<file path="config.mk">
export PLATFORM = sky130hd
export DESIGN_NAME = seven_segment_serial_display_driver_flat
export DESIGN_NICKNAME = d
export VERILOG_FILES = /design/src/ssd_pkg.sv /design/src/ssd_if.sv /design/src/ssd_front.sv /design/src/ssd_queue.sv /design/src/ssd_back.sv /design/src/seven_segment_serial_display_driver.sv /design/src/flat_wrapper.sv
export SDC_FILE = /design/constraint.sdc
export NUM_CORES = 1
export LEC_CHECK = 0
export BUFFER_PORTS_ARGS = -buffer_cell sky130_fd_sc_hd__buf_2
export CORE_ASPECT_RATIO = 0.7
export CORE_UTILIZATION = 56
export CTS_BUF_LIST = sky130_fd_sc_hd__clkbuf_4 sky130_fd_sc_hd__clkbuf_8
export DETAILED_ROUTE_END_ITERATION = 8
export PLACE_DENSITY = 0.79
export REMOVE_ABC_BUFFERS = 1
export SYNTH_ARGS = -nofsm -noshare
export SYNTH_HDL_FRONTEND = slang
export SYNTH_SLANG_ARGS = --single-unit
</file>
<file path="constraint.sdc">
create_clock -name clock -period 2.6 [get_ports clock]
set_input_delay 0.26 -clock clock [delete_from_list [all_inputs] [get_ports clock]]
set_output_delay 0.26 -clock clock [all_outputs]
set_load 0.005 [all_outputs]
</file>
<file path="src/ssd_pkg.sv">
package ssd_pkg;

   localparam int ValueWidth = 14;
   localparam int DigitCount = 4;
   localparam int DigitWidth = 4;
   localparam int BcdWidth = DigitCount * DigitWidth;
   localparam int StepCount = ValueWidth;
   localparam int StepCntWidth = $clog2(StepCount);
   localparam int FrameLen = 64;
   localparam int FrameCntWidth = $clog2(FrameLen);
   localparam int QueueDepth = 2;
   localparam int QueuePtrWidth = $clog2(QueueDepth);
   localparam int QueueCntWidth = $clog2(QueueDepth + 1);

   localparam logic [ValueWidth-1:0] ValueMax = ValueWidth'(9999);
   localparam logic [StepCntWidth-1:0] StepLast = StepCntWidth'(StepCount - 1);
   localparam logic [FrameCntWidth-1:0] FrameLast = FrameCntWidth'(FrameLen - 1);
   localparam logic [QueueCntWidth-1:0] QueueFull = QueueCntWidth'(QueueDepth);

   typedef logic [DigitWidth-1:0] bcd_digit_type;
   // index DigitCount-1 holds the thousands digit
   typedef bcd_digit_type [DigitCount-1:0] digits_type;

   typedef struct packed {
      logic       valid;
      digits_type digits;
   } entry_beat_type;

   typedef enum logic [1:0] {
      FE_IDLE,
      FE_CONV,
      FE_PUSH
   } fe_state_type;

   // common-cathode codes, bit 0 = segment a
   function automatic logic [7:0] seg_code(input bcd_digit_type digit);
      logic [7:0] code;
      case (digit)
         4'd0: code = 8'h3f;
         4'd1: code = 8'h06;
         4'd2: code = 8'h5b;
         4'd3: code = 8'h4f;
         4'd4: code = 8'h66;
         4'd5: code = 8'h6d;
         4'd6: code = 8'h7d;
         4'd7: code = 8'h07;
         4'd8: code = 8'h7f;
         4'd9: code = 8'h6f;
         default: code = 8'h00;
      endcase
      return code;
   endfunction

endpackage

</file>
<file path="src/ssd_if.sv">
interface ssd_req_if;
   logic                             valid;
   logic                             ready;
   logic [ssd_pkg::ValueWidth-1:0]   value;

   modport source (output valid, output value, input ready);
   modport sink (input valid, input value, output ready);
endinterface

interface ssd_rsp_if;
   logic       valid;
   logic       ready;
   logic [1:0] digit_select;
   logic       serial_bit;
   logic       blank_phase;
   logic       latch;
   logic       last;

   modport source (output valid, output digit_select, output serial_bit,
                   output blank_phase, output latch, output last, input ready);
   modport sink (input valid, input digit_select, input serial_bit,
                 input blank_phase, input latch, input last, output ready);
endinterface

</file>
<file path="src/ssd_front.sv">
module ssd_front (
   input  logic                   clock,
   input  logic                   reset,
   ssd_req_if.sink                req_chan,
   output ssd_pkg::entry_beat_type push,
   input  logic                   push_ready
);

   ssd_pkg::fe_state_type state_ff, state_in;
   logic [ssd_pkg::StepCntWidth-1:0] step_ff, step_in;
   logic [ssd_pkg::ValueWidth-1:0]   bin_ff, bin_in;
   ssd_pkg::digits_type              bcd_ff, bcd_in;
   ssd_pkg::digits_type              adj;
   logic [ssd_pkg::ValueWidth-1:0]   sat_value;
   logic                             load, shift;

   always_comb begin
      state_in = state_ff;
      case (state_ff)
         ssd_pkg::FE_IDLE: begin
            if (req_chan.valid) state_in = ssd_pkg::FE_CONV;
         end
         ssd_pkg::FE_CONV: begin
            if (step_ff == ssd_pkg::StepLast) state_in = ssd_pkg::FE_PUSH;
         end
         ssd_pkg::FE_PUSH: begin
            if (push_ready) state_in = ssd_pkg::FE_IDLE;
         end
         default: state_in = ssd_pkg::FE_IDLE;
      endcase
   end

   always_comb begin
      req_chan.ready = 1'b0;
      push.valid = 1'b0;
      push.digits = bcd_ff;
      shift = 1'b0;
      case (state_ff)
         ssd_pkg::FE_IDLE: req_chan.ready = 1'b1;
         ssd_pkg::FE_CONV: shift = 1'b1;
         ssd_pkg::FE_PUSH: push.valid = 1'b1;
         default: req_chan.ready = 1'b0;
      endcase
   end

   assign load = req_chan.valid && req_chan.ready;
   assign sat_value = (req_chan.value > ssd_pkg::ValueMax) ? ssd_pkg::ValueMax
                                                           : req_chan.value;

   // shift-and-add-3: correct each digit, then move one binary bit in
   always_comb begin
      for (int i = 0; i < ssd_pkg::DigitCount; i++) begin
         adj[i] = (bcd_ff[i] >= 4'd5) ? bcd_ff[i] + 4'd3 : bcd_ff[i];
      end
      bin_in = bin_ff;
      bcd_in = bcd_ff;
      step_in = step_ff;
      if (load) begin
         bin_in = sat_value;
         bcd_in = '0;
         step_in = '0;
      end else if (shift) begin
         bcd_in = {adj[ssd_pkg::DigitCount-1][ssd_pkg::DigitWidth-2:0],
                   adj[ssd_pkg::DigitCount-2:0], bin_ff[ssd_pkg::ValueWidth-1]};
         bin_in = {bin_ff[ssd_pkg::ValueWidth-2:0], 1'b0};
         step_in = step_ff + 1'b1;
      end
   end

   always_ff @(posedge clock) begin
      if (reset) begin
         state_ff <= ssd_pkg::FE_IDLE;
      end else begin
         state_ff <= state_in;
      end
      bin_ff <= bin_in;
      bcd_ff <= bcd_in;
      step_ff <= step_in;
   end

endmodule

</file>
<file path="src/ssd_queue.sv">
module ssd_queue (
   input  logic                    clock,
   input  logic                    reset,
   input  ssd_pkg::entry_beat_type push,
   output logic                    push_ready,
   output ssd_pkg::entry_beat_type head,
   input  logic                    pop
);

   ssd_pkg::digits_type entries_ff [ssd_pkg::QueueDepth];
   logic [ssd_pkg::QueuePtrWidth-1:0] wr_ptr_ff, wr_ptr_in;
   logic [ssd_pkg::QueuePtrWidth-1:0] rd_ptr_ff, rd_ptr_in;
   logic [ssd_pkg::QueueCntWidth-1:0] count_ff, count_in;
   logic push_fire, pop_fire;

   assign push_ready = (count_ff != ssd_pkg::QueueFull);
   assign push_fire = push.valid && push_ready;
   assign pop_fire = pop && head.valid;
   assign head.valid = (count_ff != '0);
   assign head.digits = entries_ff[rd_ptr_ff];

   always_comb begin
      wr_ptr_in = push_fire ? wr_ptr_ff + 1'b1 : wr_ptr_ff;
      rd_ptr_in = pop_fire ? rd_ptr_ff + 1'b1 : rd_ptr_ff;
      count_in = count_ff + ssd_pkg::QueueCntWidth'(push_fire)
                          - ssd_pkg::QueueCntWidth'(pop_fire);
   end

   always_ff @(posedge clock) begin
      if (reset) begin
         wr_ptr_ff <= '0;
         rd_ptr_ff <= '0;
         count_ff <= '0;
      end else begin
         wr_ptr_ff <= wr_ptr_in;
         rd_ptr_ff <= rd_ptr_in;
         count_ff <= count_in;
      end
      if (push_fire) entries_ff[wr_ptr_ff] <= push.digits;
   end

endmodule

</file>
<file path="src/ssd_back.sv">
module ssd_back (
   input  logic                    clock,
   input  logic                    reset,
   input  ssd_pkg::entry_beat_type head,
   output logic                    pop,
   ssd_rsp_if.source               rsp_chan
);

   logic [ssd_pkg::FrameCntWidth-1:0] cnt_ff, cnt_in;
   logic       out_valid_ff, out_valid_in;
   logic [1:0] digit_select_ff, digit_select_in;
   logic       serial_bit_ff, serial_bit_in;
   logic       blank_phase_ff, blank_phase_in;
   logic       latch_ff, latch_in;
   logic       last_ff, last_in;
   logic       advance;
   logic [1:0] digit_pos;
   logic [2:0] bit_pos;
   logic [7:0] code;

   assign advance = head.valid && (!out_valid_ff || rsp_chan.ready);
   assign pop = advance && (cnt_ff == ssd_pkg::FrameLast);

   assign digit_pos = cnt_ff[5:4];
   assign bit_pos = cnt_ff[2:0];
   // digits are stored ones first, sent thousands first
   assign code = ssd_pkg::seg_code(head.digits[~digit_pos]);

   always_comb begin
      cnt_in = advance ? cnt_ff + 1'b1 : cnt_ff;
      out_valid_in = advance ? 1'b1 : (rsp_chan.ready ? 1'b0 : out_valid_ff);
      digit_select_in = digit_pos;
      blank_phase_in = cnt_ff[3];
      serial_bit_in = cnt_ff[3] ? 1'b0 : code[3'd7 - bit_pos];
      latch_in = (bit_pos == 3'd7);
      last_in = (cnt_ff == ssd_pkg::FrameLast);
   end

   always_ff @(posedge clock) begin
      if (reset) begin
         cnt_ff <= '0;
         out_valid_ff <= 1'b0;
      end else begin
         cnt_ff <= cnt_in;
         out_valid_ff <= out_valid_in;
      end
      if (advance) begin
         digit_select_ff <= digit_select_in;
         serial_bit_ff <= serial_bit_in;
         blank_phase_ff <= blank_phase_in;
         latch_ff <= latch_in;
         last_ff <= last_in;
      end
   end

   assign rsp_chan.valid = out_valid_ff;
   assign rsp_chan.digit_select = digit_select_ff;
   assign rsp_chan.serial_bit = serial_bit_ff;
   assign rsp_chan.blank_phase = blank_phase_ff;
   assign rsp_chan.latch = latch_ff;
   assign rsp_chan.last = last_ff;

`ifndef SYNTHESIS
   a_last_closes_blank: assert property (@(posedge clock) disable iff (reset)
      out_valid_ff && last_ff |-> latch_ff && blank_phase_ff && digit_select_ff == 2'd3)
      else $error("frame end not on final blanking bit");

   a_blank_is_zero: assert property (@(posedge clock) disable iff (reset)
      out_valid_ff && blank_phase_ff |-> !serial_bit_ff)
      else $error("nonzero bit in blanking byte");

   a_digit_follows_count: assert property (@(posedge clock) disable iff (reset)
      advance |=> digit_select_ff == $past(cnt_ff[5:4]))
      else $error("digit select out of step with frame count");

   a_pop_at_frame_end: assert property (@(posedge clock) disable iff (reset)
      pop |=> cnt_ff == '0)
      else $error("frame count not wrapped at entry release");
`endif

endmodule

</file>
<file path="src/seven_segment_serial_display_driver.sv">
// channel   dir  handshake             payload
// req_chan  in   valid/ready           value[13:0]
// rsp_chan  out  valid/ready           digit_select[1:0] serial_bit blank_phase latch last
//
// Each value gives a frame of 64 beats, one per cycle while the sink is ready;
// the serializer in the back end, one bit per cycle, sets that rate.
// Per value the front end goes through load, 14 conversion steps and push,
// and runs ahead of the serializer through a two-entry queue.
// Reset is synchronous and clears only control state.
// A stalled sink holds the output register; the front end keeps converting
// until the queue fills.
module seven_segment_serial_display_driver (
   input logic        clock,
   input logic        reset,
   ssd_req_if.sink    req_chan,
   ssd_rsp_if.source  rsp_chan
);

   ssd_pkg::entry_beat_type push;
   ssd_pkg::entry_beat_type head;
   logic push_ready;
   logic pop;

   // saturate, then convert to four BCD digits
   ssd_front u_front (
      .clock      (clock),
      .reset      (reset),
      .req_chan   (req_chan),
      .push       (push),
      .push_ready (push_ready)
   );

   // hold converted digits until the serializer frees its slot
   ssd_queue u_queue (
      .clock      (clock),
      .reset      (reset),
      .push       (push),
      .push_ready (push_ready),
      .head       (head),
      .pop        (pop)
   );

   // walk the frame: per digit, segment byte MSB first, then a blank byte;
   // drop the queue head after the last beat
   ssd_back u_back (
      .clock    (clock),
      .reset    (reset),
      .head     (head),
      .pop      (pop),
      .rsp_chan (rsp_chan)
   );

endmodule

</file>
<file path="src/flat_wrapper.sv">
// flat-port wrapper written by rule: the top's interface ports become plain ports
module seven_segment_serial_display_driver_flat 
  (clock, reset, req_chan_valid, req_chan_value, req_chan_ready, rsp_chan_valid, rsp_chan_digit_select, rsp_chan_serial_bit, rsp_chan_blank_phase, rsp_chan_latch, rsp_chan_last, rsp_chan_ready);
  ssd_req_if req_chan_i ();
  ssd_rsp_if rsp_chan_i ();
  input logic clock;
  input logic reset;
  input wire logic [$bits(req_chan_i.valid)-1:0] req_chan_valid;
  input wire logic [$bits(req_chan_i.value)-1:0] req_chan_value;
  output wire logic [$bits(req_chan_i.ready)-1:0] req_chan_ready;
  output wire logic [$bits(rsp_chan_i.valid)-1:0] rsp_chan_valid;
  output wire logic [$bits(rsp_chan_i.digit_select)-1:0] rsp_chan_digit_select;
  output wire logic [$bits(rsp_chan_i.serial_bit)-1:0] rsp_chan_serial_bit;
  output wire logic [$bits(rsp_chan_i.blank_phase)-1:0] rsp_chan_blank_phase;
  output wire logic [$bits(rsp_chan_i.latch)-1:0] rsp_chan_latch;
  output wire logic [$bits(rsp_chan_i.last)-1:0] rsp_chan_last;
  input wire logic [$bits(rsp_chan_i.ready)-1:0] rsp_chan_ready;
  assign req_chan_i.valid = req_chan_valid;
  assign req_chan_i.value = req_chan_value;
  assign req_chan_ready = req_chan_i.ready;
  assign rsp_chan_valid = rsp_chan_i.valid;
  assign rsp_chan_digit_select = rsp_chan_i.digit_select;
  assign rsp_chan_serial_bit = rsp_chan_i.serial_bit;
  assign rsp_chan_blank_phase = rsp_chan_i.blank_phase;
  assign rsp_chan_latch = rsp_chan_i.latch;
  assign rsp_chan_last = rsp_chan_i.last;
  assign rsp_chan_i.ready = rsp_chan_ready;
  seven_segment_serial_display_driver u_core (.clock(clock), .reset(reset), .req_chan(req_chan_i), .rsp_chan(rsp_chan_i));
endmodule
</file>
==> results list, run 1 <==
- Setup slack closes at 0.146 ns.
* Fraction of the cycle the final worst path needs: 94.4%
* Die Span X: 102 um
- The final-report hold violation count came to 0.
- Power per Cell Area: 619 nW/um^2
- Post-Synthesis Mean Instance Area: 11.4 sq um
- Data on the critical path arrives at its endpoint at 2.62 ns.
* HPWL after detailed placement: 4.92 mm
- H-Tree Depth: 3
- Setup repair after global routing left no endpoint under its margin.
- The floorplan step defined a core boundary enclosing 6760 sq um.
- Entering global routing, the biggest net connects 31 pins.
* Leading post-synthesis cells by cell area: sky130_fd_sc_hd__edfxtp_1, sky130_fd_sc_hd__dfxtp_1, sky130_fd_sc_hd__ha_1, sky130_fd_sc_hd__nand2_1, sky130_fd_sc_hd__mux4_1
- Initial DRC count: 212
* Number of core rows: 25
- The share of synthesized area in the top cell type comes to 39.7%.
* Area leader, netlist: sky130_fd_sc_hd__edfxtp_1
- Summing all placed instances gives a cell area of 4210 sq um.
- Setup violations remaining at the end of the flow were counted as 0.
- After synthesis, the most frequently instantiated cells are sky130_fd_sc_hd__edfxtp_1, sky130_fd_sc_hd__nand2_1, sky130_fd_sc_hd__dfxtp_1.
- From synthesis to final layout, the design area changed by 12.6%.
* Most instantiated library cell after synthesis: sky130_fd_sc_hd__edfxtp_1
- Counting flops with an async set or reset pin after synthesis yields a share of 0%.
- Detailed Routing Iterations Pass 1: 5
* Maximum root-to-sink buffer count: 2
- 26 I/O pins were placed.
* Ant. Diodes: 0
- The finished cells cover 4430 sq um.
- Height of the die: 72.1 um
- For the worst-skew pair, the clock arrives at the later sink with an insertion delay of 0.34 ns.
- Headroom to the max-slew limit came out at 53.3%.
* Worst IR drop on VDD: 0.382 mV
* Clock buffer count from CTS: 9
- Number of distinct library cells after synthesis: 41
* Mapped cell area: 3940 sq um
- Run status: finished clean
* Total of max-cap violations: 0
- Yosys warns: 0
* Final cell utilization of the core: 65.6%
- Via count: 2580
- The initial antenna violation count is 0.
- In this run, synthesis inferred 52 flip-flops with an integrated enable.
- R2r endpoint: u_core.u_back.rsp_chan.serial_bit
- The worst setup path is captured at a register.
- Global routing used 21.7% of the available tracks across all layers.
- The smallest clock period supported by the final layout is computed as 2.45 ns.
- Seq/Total Area, Yosys: 57.0%
* Clock-pin slew on the worst setup and hold paths: 0.09 ns
* Number of clock sinks: 86
- Fmax: 0.407 GHz
- Required time worst endpoint: 2.77 ns
- Routed length per placed instance: 14.9 um
- The path class of the tightest hold or removal check is in2reg.
- Share of total power in sequential cells: 56.0%
- Routability-driven placement finished with a final weighted congestion of 0.769.
* Number of instances in the synthesized netlist: 344
* Overall die area: 7370 sq um
- STA classifies the critical path startpoint as a register.
- Critical Path Sink: u_core.u_back.rsp_chan.serial_bit
- The first global-routing pass estimated 12.0 mm of wire.
- The final layout contains routed wiring with a total length of 7.09 mm.
* Relative contribution of the clock network to total power: 37.6%
* Cell-internal power: 0.00213 W
* Via count of the first global-routing pass: 2452
- In the final layout, the share of cells above drive strength 1 is 17.8%.
- Hold_ws: 0.213 ns
- In this run the static leakage power is 1.67 nW.
* Type of the setup path with the least slack: reg2reg
- Maximum fanout along the worst path: 6
* Pins Over Slew Limit: 0
- After detailed routing, the number of vias per cell comes to 5.42.
* I/O Buffers: 25
- Net count reported at finish: 415
* Switching part of the total power: 22.3%
* Most frequently used flop master after synthesis: sky130_fd_sc_hd__edfxtp_1
- After detailed routing, the number of remaining DRC violations is 0.
* Root buffer cell: sky130_fd_sc_hd__clkbuf_8
* Reg2reg setup slack: 0.15 ns
- Sw Pwr: 0.000612 W
- TritonCTS clock tree: built
- Worst slack, placed: -0.0656 ns
- Setup Buffers After CTS: 0
- The number of cells on the worst reg-to-reg path is 8.
- Transition time at the pin with the least slew margin: 0.701 ns
- Flip-flop and latch count after synthesis: 86
* Gr ovfl total: 0
- Worst clock skew: 0.00836 ns
* Initial standard-cell utilization of the core: 58.2%
- In this run, the combinational gates consume 6.4% of the power.
- Number of nets with antenna violations after routing: 0
==> registers in the layout, summed over array words and instances, names as in the netlist, 2 cells and up, named ones only <==
| signal | count |
|---|---|
| u_core.u_queue.entries_ff | 32 |
| u_core.u_queue.count_ff | 2 |
| u_core.u_front.step_ff | 4 |
| u_core.u_back.rsp_chan.digit_select | 2 |
| u_core.u_front.state_ff | 2 |
| u_core.u_back.cnt_ff | 6 |
| u_core.u_front.bin_ff | 14 |
| u_core.u_front.push | 16 |
==> worst min-delay path by stage <==
| stage | cells past startpoint | startpoint | slack, ns | end |
|---|---|---|---|---|
| 6_report | 3 | rsp_chan_ready | 0.21 | u_core.u_back.rsp_chan.valid |
| 5_1_grt | 3 | rsp_chan_ready | 0.21 | u_core.u_back.rsp_chan.valid |
| 4_1_cts | 3 | rsp_chan_ready | 0.22 | u_core.u_back.rsp_chan.valid |
| 3_5_place_dp | 2 | u_core.u_front.bin_ff[13] | 0.45 | u_core.u_front.push[0] |
| 3_3_place_gp | 2 | u_core.u_front.bin_ff[13] | 0.44 | u_core.u_front.push[0] |
| 2_1_floorplan | 1 | reset | 0.33 | u_core.u_back.cnt_ff[1] |
==> placed cells by master, fill, tap and decap left out, drive strengths merged, types with 3 or more instances in the layout <==
cell type and count:
inv 18, xor2 8, o21ai 28, mux2i 5
clkbuf 11, nand3b 3, ha 20, nand3 18
dfxtp 34, xnor2 10, nor2b 3, nor2 28
nand2b 6, o32ai 3, edfxtp 52, mux4 8
a21oi 18, nand2 46, buf 38
==> worst max-delay path, cell delays in order (launching register included) <==
cell                       delay, ns
sky130_fd_sc_hd__dfxtp_4        0.41
sky130_fd_sc_hd__mux4_2         0.52
sky130_fd_sc_hd__mux2i_2        0.22
sky130_fd_sc_hd__ha_1           0.27
sky130_fd_sc_hd__inv_1          0.07
sky130_fd_sc_hd__nor3_1         0.05
sky130_fd_sc_hd__a311oi_1       0.25
sky130_fd_sc_hd__and4b_1        0.23
sky130_fd_sc_hd__nor4_2         0.26
==> stage by stage <==
stage / power, W / setup TNS, ns / std cells
floorplan: 0.00167 / -0.0209 / 328
global placement: 0.00173 / 0 / 460
detailed placement: 0.00174 / -0.0656 / 460
CTS: 0.00276 / 0 / 476
global route: 0.00285 / 0 / 476
finish: 0.00274 / 0 / 476
==> area by class of cell <==
class                           count  area, sq um
Timing Repair Buffer               38          223
Clock buffer                       11          139
Clock inverter                      5         82.6
Inverter                           17         63.8
Tap cell                           94          118
Multi-Input combinational cell    225         1560
Fill cell                         547         2330
Sequential cell                    86         2250
==> metal layers <==
layer,global-route usage [%],routed length [um]
met4,5.08,33
met2,33.3,3260
met5,0,0
met1,31.0,3440
met3,5.97,353
==> cells by family (layout without fill, tap and decap cells) <==
kind of cell,after synthesis,after routing,synth area share (%)
fa+ha+maj,20,20,6.36
xor+xnor,18,18,4.01
buf+inv,33,71,3.37
compound gates,57,57,8.33
flops,86,86,57.0
simple gates,116,116,13.5
mux,14,14,7.44
==> power groups by stage <==
stage / registers, W / logic (W) / clock network, W
after global placement: 0.00156 / 0.000163 / 0
after CTS: 0.00154 / 0.000175 / 0.00105
after global routing: 0.00154 / 0.000200 / 0.00111
after floorplan: 0.00156 / 0.000110 / 0
final: 0.00154 / 0.000175 / 0.00103
after detailed placement: 0.00157 / 0.000174 / 0
==> repair_timing <==
item,4_1_cts,5_1_grt
resized for setup,1,7
hold buffers,0,0
endpoints found under the setup margin,1,1
(Power assumes the default switching activity.)
==> inputs of run 2 (changes only) <==
--- a/config.mk
+++ b/config.mk
@@ -7,10 +7,10 @@
 export LEC_CHECK = 0
 export BUFFER_PORTS_ARGS = -buffer_cell sky130_fd_sc_hd__buf_2
 export CORE_ASPECT_RATIO = 0.7
-export CORE_UTILIZATION = 56
+export CORE_UTILIZATION = 48
 export CTS_BUF_LIST = sky130_fd_sc_hd__clkbuf_4 sky130_fd_sc_hd__clkbuf_8
 export DETAILED_ROUTE_END_ITERATION = 8
-export PLACE_DENSITY = 0.79
+export PLACE_DENSITY = 0.68
 export REMOVE_ABC_BUFFERS = 1
 export SYNTH_ARGS = -nofsm -noshare
 export SYNTH_HDL_FRONTEND = slang
==> results list, run 2 (synthesis results as in run 1) <==
- The run finished with clean final reports.
* Drt drc: 0
- The register with the most flip-flops in the final layout is u_core.u_queue.entries_ff.
- Cell-internal power: 0.00202 W
* Critical path's largest stage delay: 0.60 ns
* Via count: 2591
* Worst slack, placed: -0.0155 ns
- Number of clock sinks: 86
- Measured against its own limit, the worst slew margin works out to 58.5%.
* Total instance count after detailed placement: 471
* Transition time at the pin with the least slew margin: 0.620 ns
- Global routing consumed, over all layers together, 18.8% of the routing resources.
- Maximum root-to-sink buffer count: 2
- Entering global routing, the biggest net connects 30 pins.
* Worst setup margin: 0.133 ns
* Vias per cell: 5.32
* Total core area: 7910 sq um
* Worst clock skew: 0.00722 ns
- The worst setup path is of the reg2reg kind.
- The detail route stage leaves a number of antenna-violating nets equal to 0.
- For this configuration, the core starts out at a cell density of 49.8%.
- Worst IR drop on VDD: 0.479 mV
* H-Tree Depth: 3
- Setup violations remaining at the end of the flow were counted as 0.
* HPWL after detailed placement: 5.02 mm
- Max-cap violations in this run came to 0.
- Routed WL: 7.15 mm
* Element type at the critical path end: register
- The total overflow left after global routing is 0.
- Die Span X: 110 um
- The worst hold path was traced through 3 stages.
- TritonCTS clock tree: built
- Buffers placed on the I/O ports in this run total 25.
* Net count reported at finish: 419
* Hold crit path type: in2reg
* Number of core rows: 27
- The top cell types in the final layout, fill and taps aside, are sky130_fd_sc_hd__edfxtp_1, sky130_fd_sc_hd__nand2_1, sky130_fd_sc_hd__dfxtp_1, sky130_fd_sc_hd__o21ai_0, sky130_fd_sc_hd__nor2_1.
- Clock-pin slew on the worst setup and hold paths: 0.08 ns
* Aggregate negative setup slack: 0 ns
- Ant. Diodes: 0
* Maximum fanout along the worst path: 6
- Per report_power, the combinational group accounts for 6.5% of the total.
- The root buffer cell chosen for the clock tree is sky130_fd_sc_hd__clkbuf_8.
- The slowest stage of the critical path belongs to the cell sky130_fd_sc_hd__mux4_1.
* Detailed Routing Iterations Pass 1: 5
- The final-report hold violation count was 0.
- For the finished layout, the period the worst path requires is 2.47 ns.
* Switching part of the total power: 23.5%
* Initial DRC count: 111
- The initial antenna violation count was 0.
* Post-Layout Cell Count: 487
* Setup Buffers After CTS: 0
- STA puts the critical path data arrival time at 2.66 ns.
- Dividing the detail-routed wire length by the instance count gives 14.7 um.
- The worst setup path is launched from a register.
- The floorplan step set the die height to 77.8 um.
- Top Ports: 26
- Pins Over Slew Limit: 0
- Clock latency on the worst-skew pair, taken at its later pin, is 0.36 ns.
- For the worst flop-to-flop path, the logic depth is 8.
- For this design the ratio of total power to cell area is 595 nW/um^2.
- Fmax: 0.405 GHz
- Relative to the synthesized area, the layout overhead comes to 13.1%.
- The analysis attributes to cell leakage a power of 1.68 nW.
- Global-route wire length before repair: 12.0 mm
- Largest register FFs: 32
* Clock buffer count from CTS: 9
- Sw Pwr: 0.000624 W
- Via count of the first global-routing pass: 2546
- Overall die area: 8570 sq um
- Counting the fill cells in the layout gives 673.
* Placer Congestion: 0.754
- Required time worst endpoint: 2.79 ns
- Share of layout cells above drive strength 1: 17.9%
- Leaving out fill and tap cells, the most frequent cell in the layout is sky130_fd_sc_hd__edfxtp_1.
- Relative contribution of the clock network to total power: 35.6%
- Total power consumption of the routed design: 0.00265 W
- The share of total power dissipated in sequential elements is 58.0%.
* Fraction of the cycle the final worst path needs: 94.9%
- Final cell utilization of the core: 56.3%
- Ordered list of cells on the worst path: mux4_1 -> mux2i_2 -> ha_1 -> inv_1 -> nor3_1 -> a311oi_1 -> and4b_1 -> nor4_2
run 2: area by class of cell:
cell class | instances | area [sq um] | share of cell area (%)
clock buffers | 10 | 131 | 2.95
clock inverters | 6 | 70.1 | 1.57
inverters | 17 | 63.8 | 1.43
multi-input cells | 225 | 1560 | 35.1
flip-flops and latches | 86 | 2250 | 50.5
well taps | 101 | 126 | 2.84
repair buffers | 42 | 253 | 5.68
run 2: routing by layer:
metal	vias up	global-route usage, %	part of all wire, %
li1	1296	-	-
met1	1232	24.8	50
met2	51	28.9	44
met3	12	6.39	4.7
met4	0	6.71	1.4
met5	-	0	0
run 2: path summary, 6_finish.rpt:
check                       startpoint                                 to  slack [ns]
max reg2reg                   register  u_core.u_back.rsp_chan.serial_bit        0.13
min reg2reg  u_core.u_front.bin_ff[13]             u_core.u_front.push[0]        0.45
max                           register  u_core.u_back.rsp_chan.serial_bit        0.13
min                     rsp_chan_ready       u_core.u_back.rsp_chan.valid        0.18
run 2: timing repair:
item	4_1_cts	5_1_grt
pin swaps	0	1
setup endpoints to repair	1	1
hold buffers	0	0
resized for setup	1	3
run 2: critical path, delay by kind of cell, from the launching register on:
kind	cells	cell delay, ns
buffers and inverters	1	0.07
adders and majority gates	1	0.27
and+or+nand+nor	3	0.52
muxes	2	0.83
AOI/OAI and AO/OA	1	0.21
DFF	1	0.40
run 2: through the flow:
step	hold slack [ns]	instance area, sq um
finish	0.180	4450
global route	0.169	4450
CTS	0.161	4450
detailed placement	0.445	4250
global placement	0.444	4250
floorplan	0.329	3870
run 2: power groups by stage:
stage,Clock (W),Sequential [W],Combinational [W]
after floorplan,0,0.00156,0.000110
after global placement,0,0.00156,0.000164
after detailed placement,0,0.00157,0.000172
after CTS,0.000971,0.00154,0.000173
after global routing,0.00103,0.00154,0.000200
final,0.000942,0.00154,0.000172
==> inputs of run 3 (changes only) <==
--- a/config.mk
+++ b/config.mk
@@ -10,6 +10,7 @@
 export CORE_UTILIZATION = 48
 export CTS_BUF_LIST = sky130_fd_sc_hd__clkbuf_4 sky130_fd_sc_hd__clkbuf_8
 export DETAILED_ROUTE_END_ITERATION = 8
+export MAX_ROUTING_LAYER = met4
 export PLACE_DENSITY = 0.68
 export REMOVE_ABC_BUFFERS = 1
 export SYNTH_ARGS = -nofsm -noshare
==> results list, run 3 (synthesis results as in run 1) <==
* Data arrival time at the worst-slack endpoint: 2.66 ns
* Destination of the worst hold path: u_core.u_back.rsp_chan.valid
- Pins Over Slew Limit: 0
* Maximum root-to-sink buffer count: 2
- The via count of the first global-routing pass is 2534.
* Total core area: 7910 sq um
- Overall die area: 8570 sq um
* Hold-critical path depth: 3
- Routed WL: 7.21 mm
* Transition time at the pin with the least slew margin: 0.665 ns
- Final worst path period need: 2.47 ns
* Final hold violation count: 0
- Number of core rows: 27
- Share of layout cells above drive strength 1: 18.1%
* Largest register FFs: 32
- The pre-antenna-repair detailed-routing pass consisted of 4 iterations.
- More flip-flops sit in one register than any other, and that register is u_core.u_queue.entries_ff.
- Element type at the critical path end: register
- Of all nets on the critical path, the largest fanout is 6.
- Power per Cell Area: 595 nW/um^2
- Setup violations remaining at the end of the flow were counted as 0.
- Ant. Diodes: 0
- Global-route wire length before repair: 12.0 mm
- Hold crit path type: in2reg
* Ordered list of cells on the worst path: mux4_1 -> mux2i_2 -> ha_1 -> inv_1 -> nor3_1 -> a311oi_1 -> and4b_1 -> nor4_2
* Root buffer cell: sky130_fd_sc_hd__clkbuf_8
- In this design, the largest share of critical-path delay is due to multiplexers.
* Type of the setup path with the least slack: reg2reg
* Worst setup margin: 0.131 ns
- Die Span X: 110 um
- The number of hold buffers added after CTS was 0.
- HPWL after detailed placement: 5.02 mm
* Area added between synthesis and finish: 13.3%
- Once placement completed, the tool counted placed cells totaling 471.
- Initial DRC count: 121
- Based on the critical path, the design can be clocked at up to 0.405 GHz.
- 26 I/O pins were placed.
- After clock tree synthesis, the clock-pin slew on the worst setup and hold paths is 0.08 ns.
* Pin count of the biggest net entering global routing: 30
- In this run, CTS created clock tree buffers numbering 9.
- Sum of buffers and inverters on the critical path: 1
- Dividing the final minimum period by the clock period gives 95.0%.
* Run status: finished clean
- Reg2reg setup slack: 0.13 ns
* Hold_ws: 0.179 ns
- Height of the die: 77.8 um
* Global-route total usage across every layer: 19.4%
* Clock insertion delay at the later pin of the skew report: 0.37 ns
- The largest individual stage delay along the critical path comes from the cell sky130_fd_sc_hd__mux4_1.
- Leakage power: 1.68 nW
- Number of nets with antenna violations after routing: 0
- Placer Congestion: 0.763
- Leaving out fill and tap cells, the most frequent cell in the layout is sky130_fd_sc_hd__edfxtp_1.
* Post-Layout Cell Count: 488
- Routed length per placed instance: 14.8 um
* Worst IR drop on VDD: 0.480 mV
* Antenna violations before repair: 0
* I/O Buffers: 25
- The endpoint identified for the worst register-to-register timing path is u_core.u_back.rsp_chan.serial_bit.
- Cell area after placement: 4250 sq um
* Vias per cell: 5.30
- Worst reg2reg path depth: 8
* Hold Startpoint: rsp_chan_ready
- The H-tree was split into 3 levels.
- Gr ovfl total: 0
- Total of max-cap violations: 0
* Final std cell area, no fill: 4460 sq um
- Top library cells by usage in the layout, fill and taps aside: sky130_fd_sc_hd__edfxtp_1, sky130_fd_sc_hd__nand2_1, sky130_fd_sc_hd__dfxtp_1, sky130_fd_sc_hd__o21ai_0, sky130_fd_sc_hd__nor2_1
- For this design, the sink count on the clock tree is 86.
* Worst slew margin relative to its limit: 55.6%
* Worst slack, placed: -0.0155 ns
* FILL cells: 672
* Via count: 2585
- Between clock sinks in the finished design, the worst skew comes to 0.00691 ns.
- Drt drc: 0
* Element type at the critical path start: register
- Net count reported at finish: 420
- TritonCTS built the clock tree.
- Critical path's largest stage delay: 0.60 ns
- Required time worst endpoint: 2.79 ns
- Power comes to 0.00265 W.
* Initial standard-cell utilization of the core: 49.8%
-- run 3: worst max path at each step --
stage	startpoint	end	slack, ns	cells past startpoint
after global placement	register	u_core.u_back.rsp_chan.serial_bit	0.11	8
final	register	u_core.u_back.rsp_chan.serial_bit	0.13	8
after floorplan	register	u_core.u_back.rsp_chan.serial_bit	-0.02	8
after CTS	register	u_core.u_back.rsp_chan.serial_bit	0.07	8
after detailed placement	register	u_core.u_back.rsp_chan.serial_bit	-0.02	8
after global routing	register	u_core.u_back.rsp_chan.serial_bit	-0.01	8
-- run 3: timing repair --
item                       CTS  global route
gates resized for setup      1             3
buffers inserted             0             1
pin swaps                    0             1
setup endpoints to repair    1             1
cloned                       0             0
-- run 3: per-layer routing --
metal  vias to the layer above  part of all wire [%]  GRT usage [%]
met1                      1230                    50           24.9
met5                         -                     0              -
li1                       1296                     -              -
met3                        12                   4.2           6.39
met2                        47                    44           28.9
met4                         0                   1.4           6.71
-- run 3: cell type report --
type,instances,area [sq um],share of cell area [%]
Clock inverter,6,70.1,1.57
Tap cell,101,126,2.83
Timing Repair Buffer,43,260,5.84
Multi-Input combinational cell,225,1560,35.0
Sequential cell,86,2250,50.4
Inverter,17,63.8,1.43
Clock buffer,10,131,2.95
-- run 3: metrics by stage --
| stage | TNS [ns] | util, % |
|---|---|---|
| after global routing | -0.0147 | 56.4 |
| after CTS | 0 | 56.3 |
| final | 0 | 56.4 |
| after floorplan | -0.0209 | - |
| after detailed placement | -0.0155 | 53.7 |
| after global placement | 0 | 53.7 |
-- run 3: power by group --
part | internal, W | switching [W]
Sequential | 0.00150 | 0.0000357
Clock | 0.000461 | 0.000485
Combinational | 0.0000646 | 0.000108
-- run 3: tightest hold or removal path: stages --
cell                       delay (ns)
sky130_fd_sc_hd__buf_2           0.07
sky130_fd_sc_hd__nand2b_1        0.11
sky130_fd_sc_hd__a21oi_1         0.06
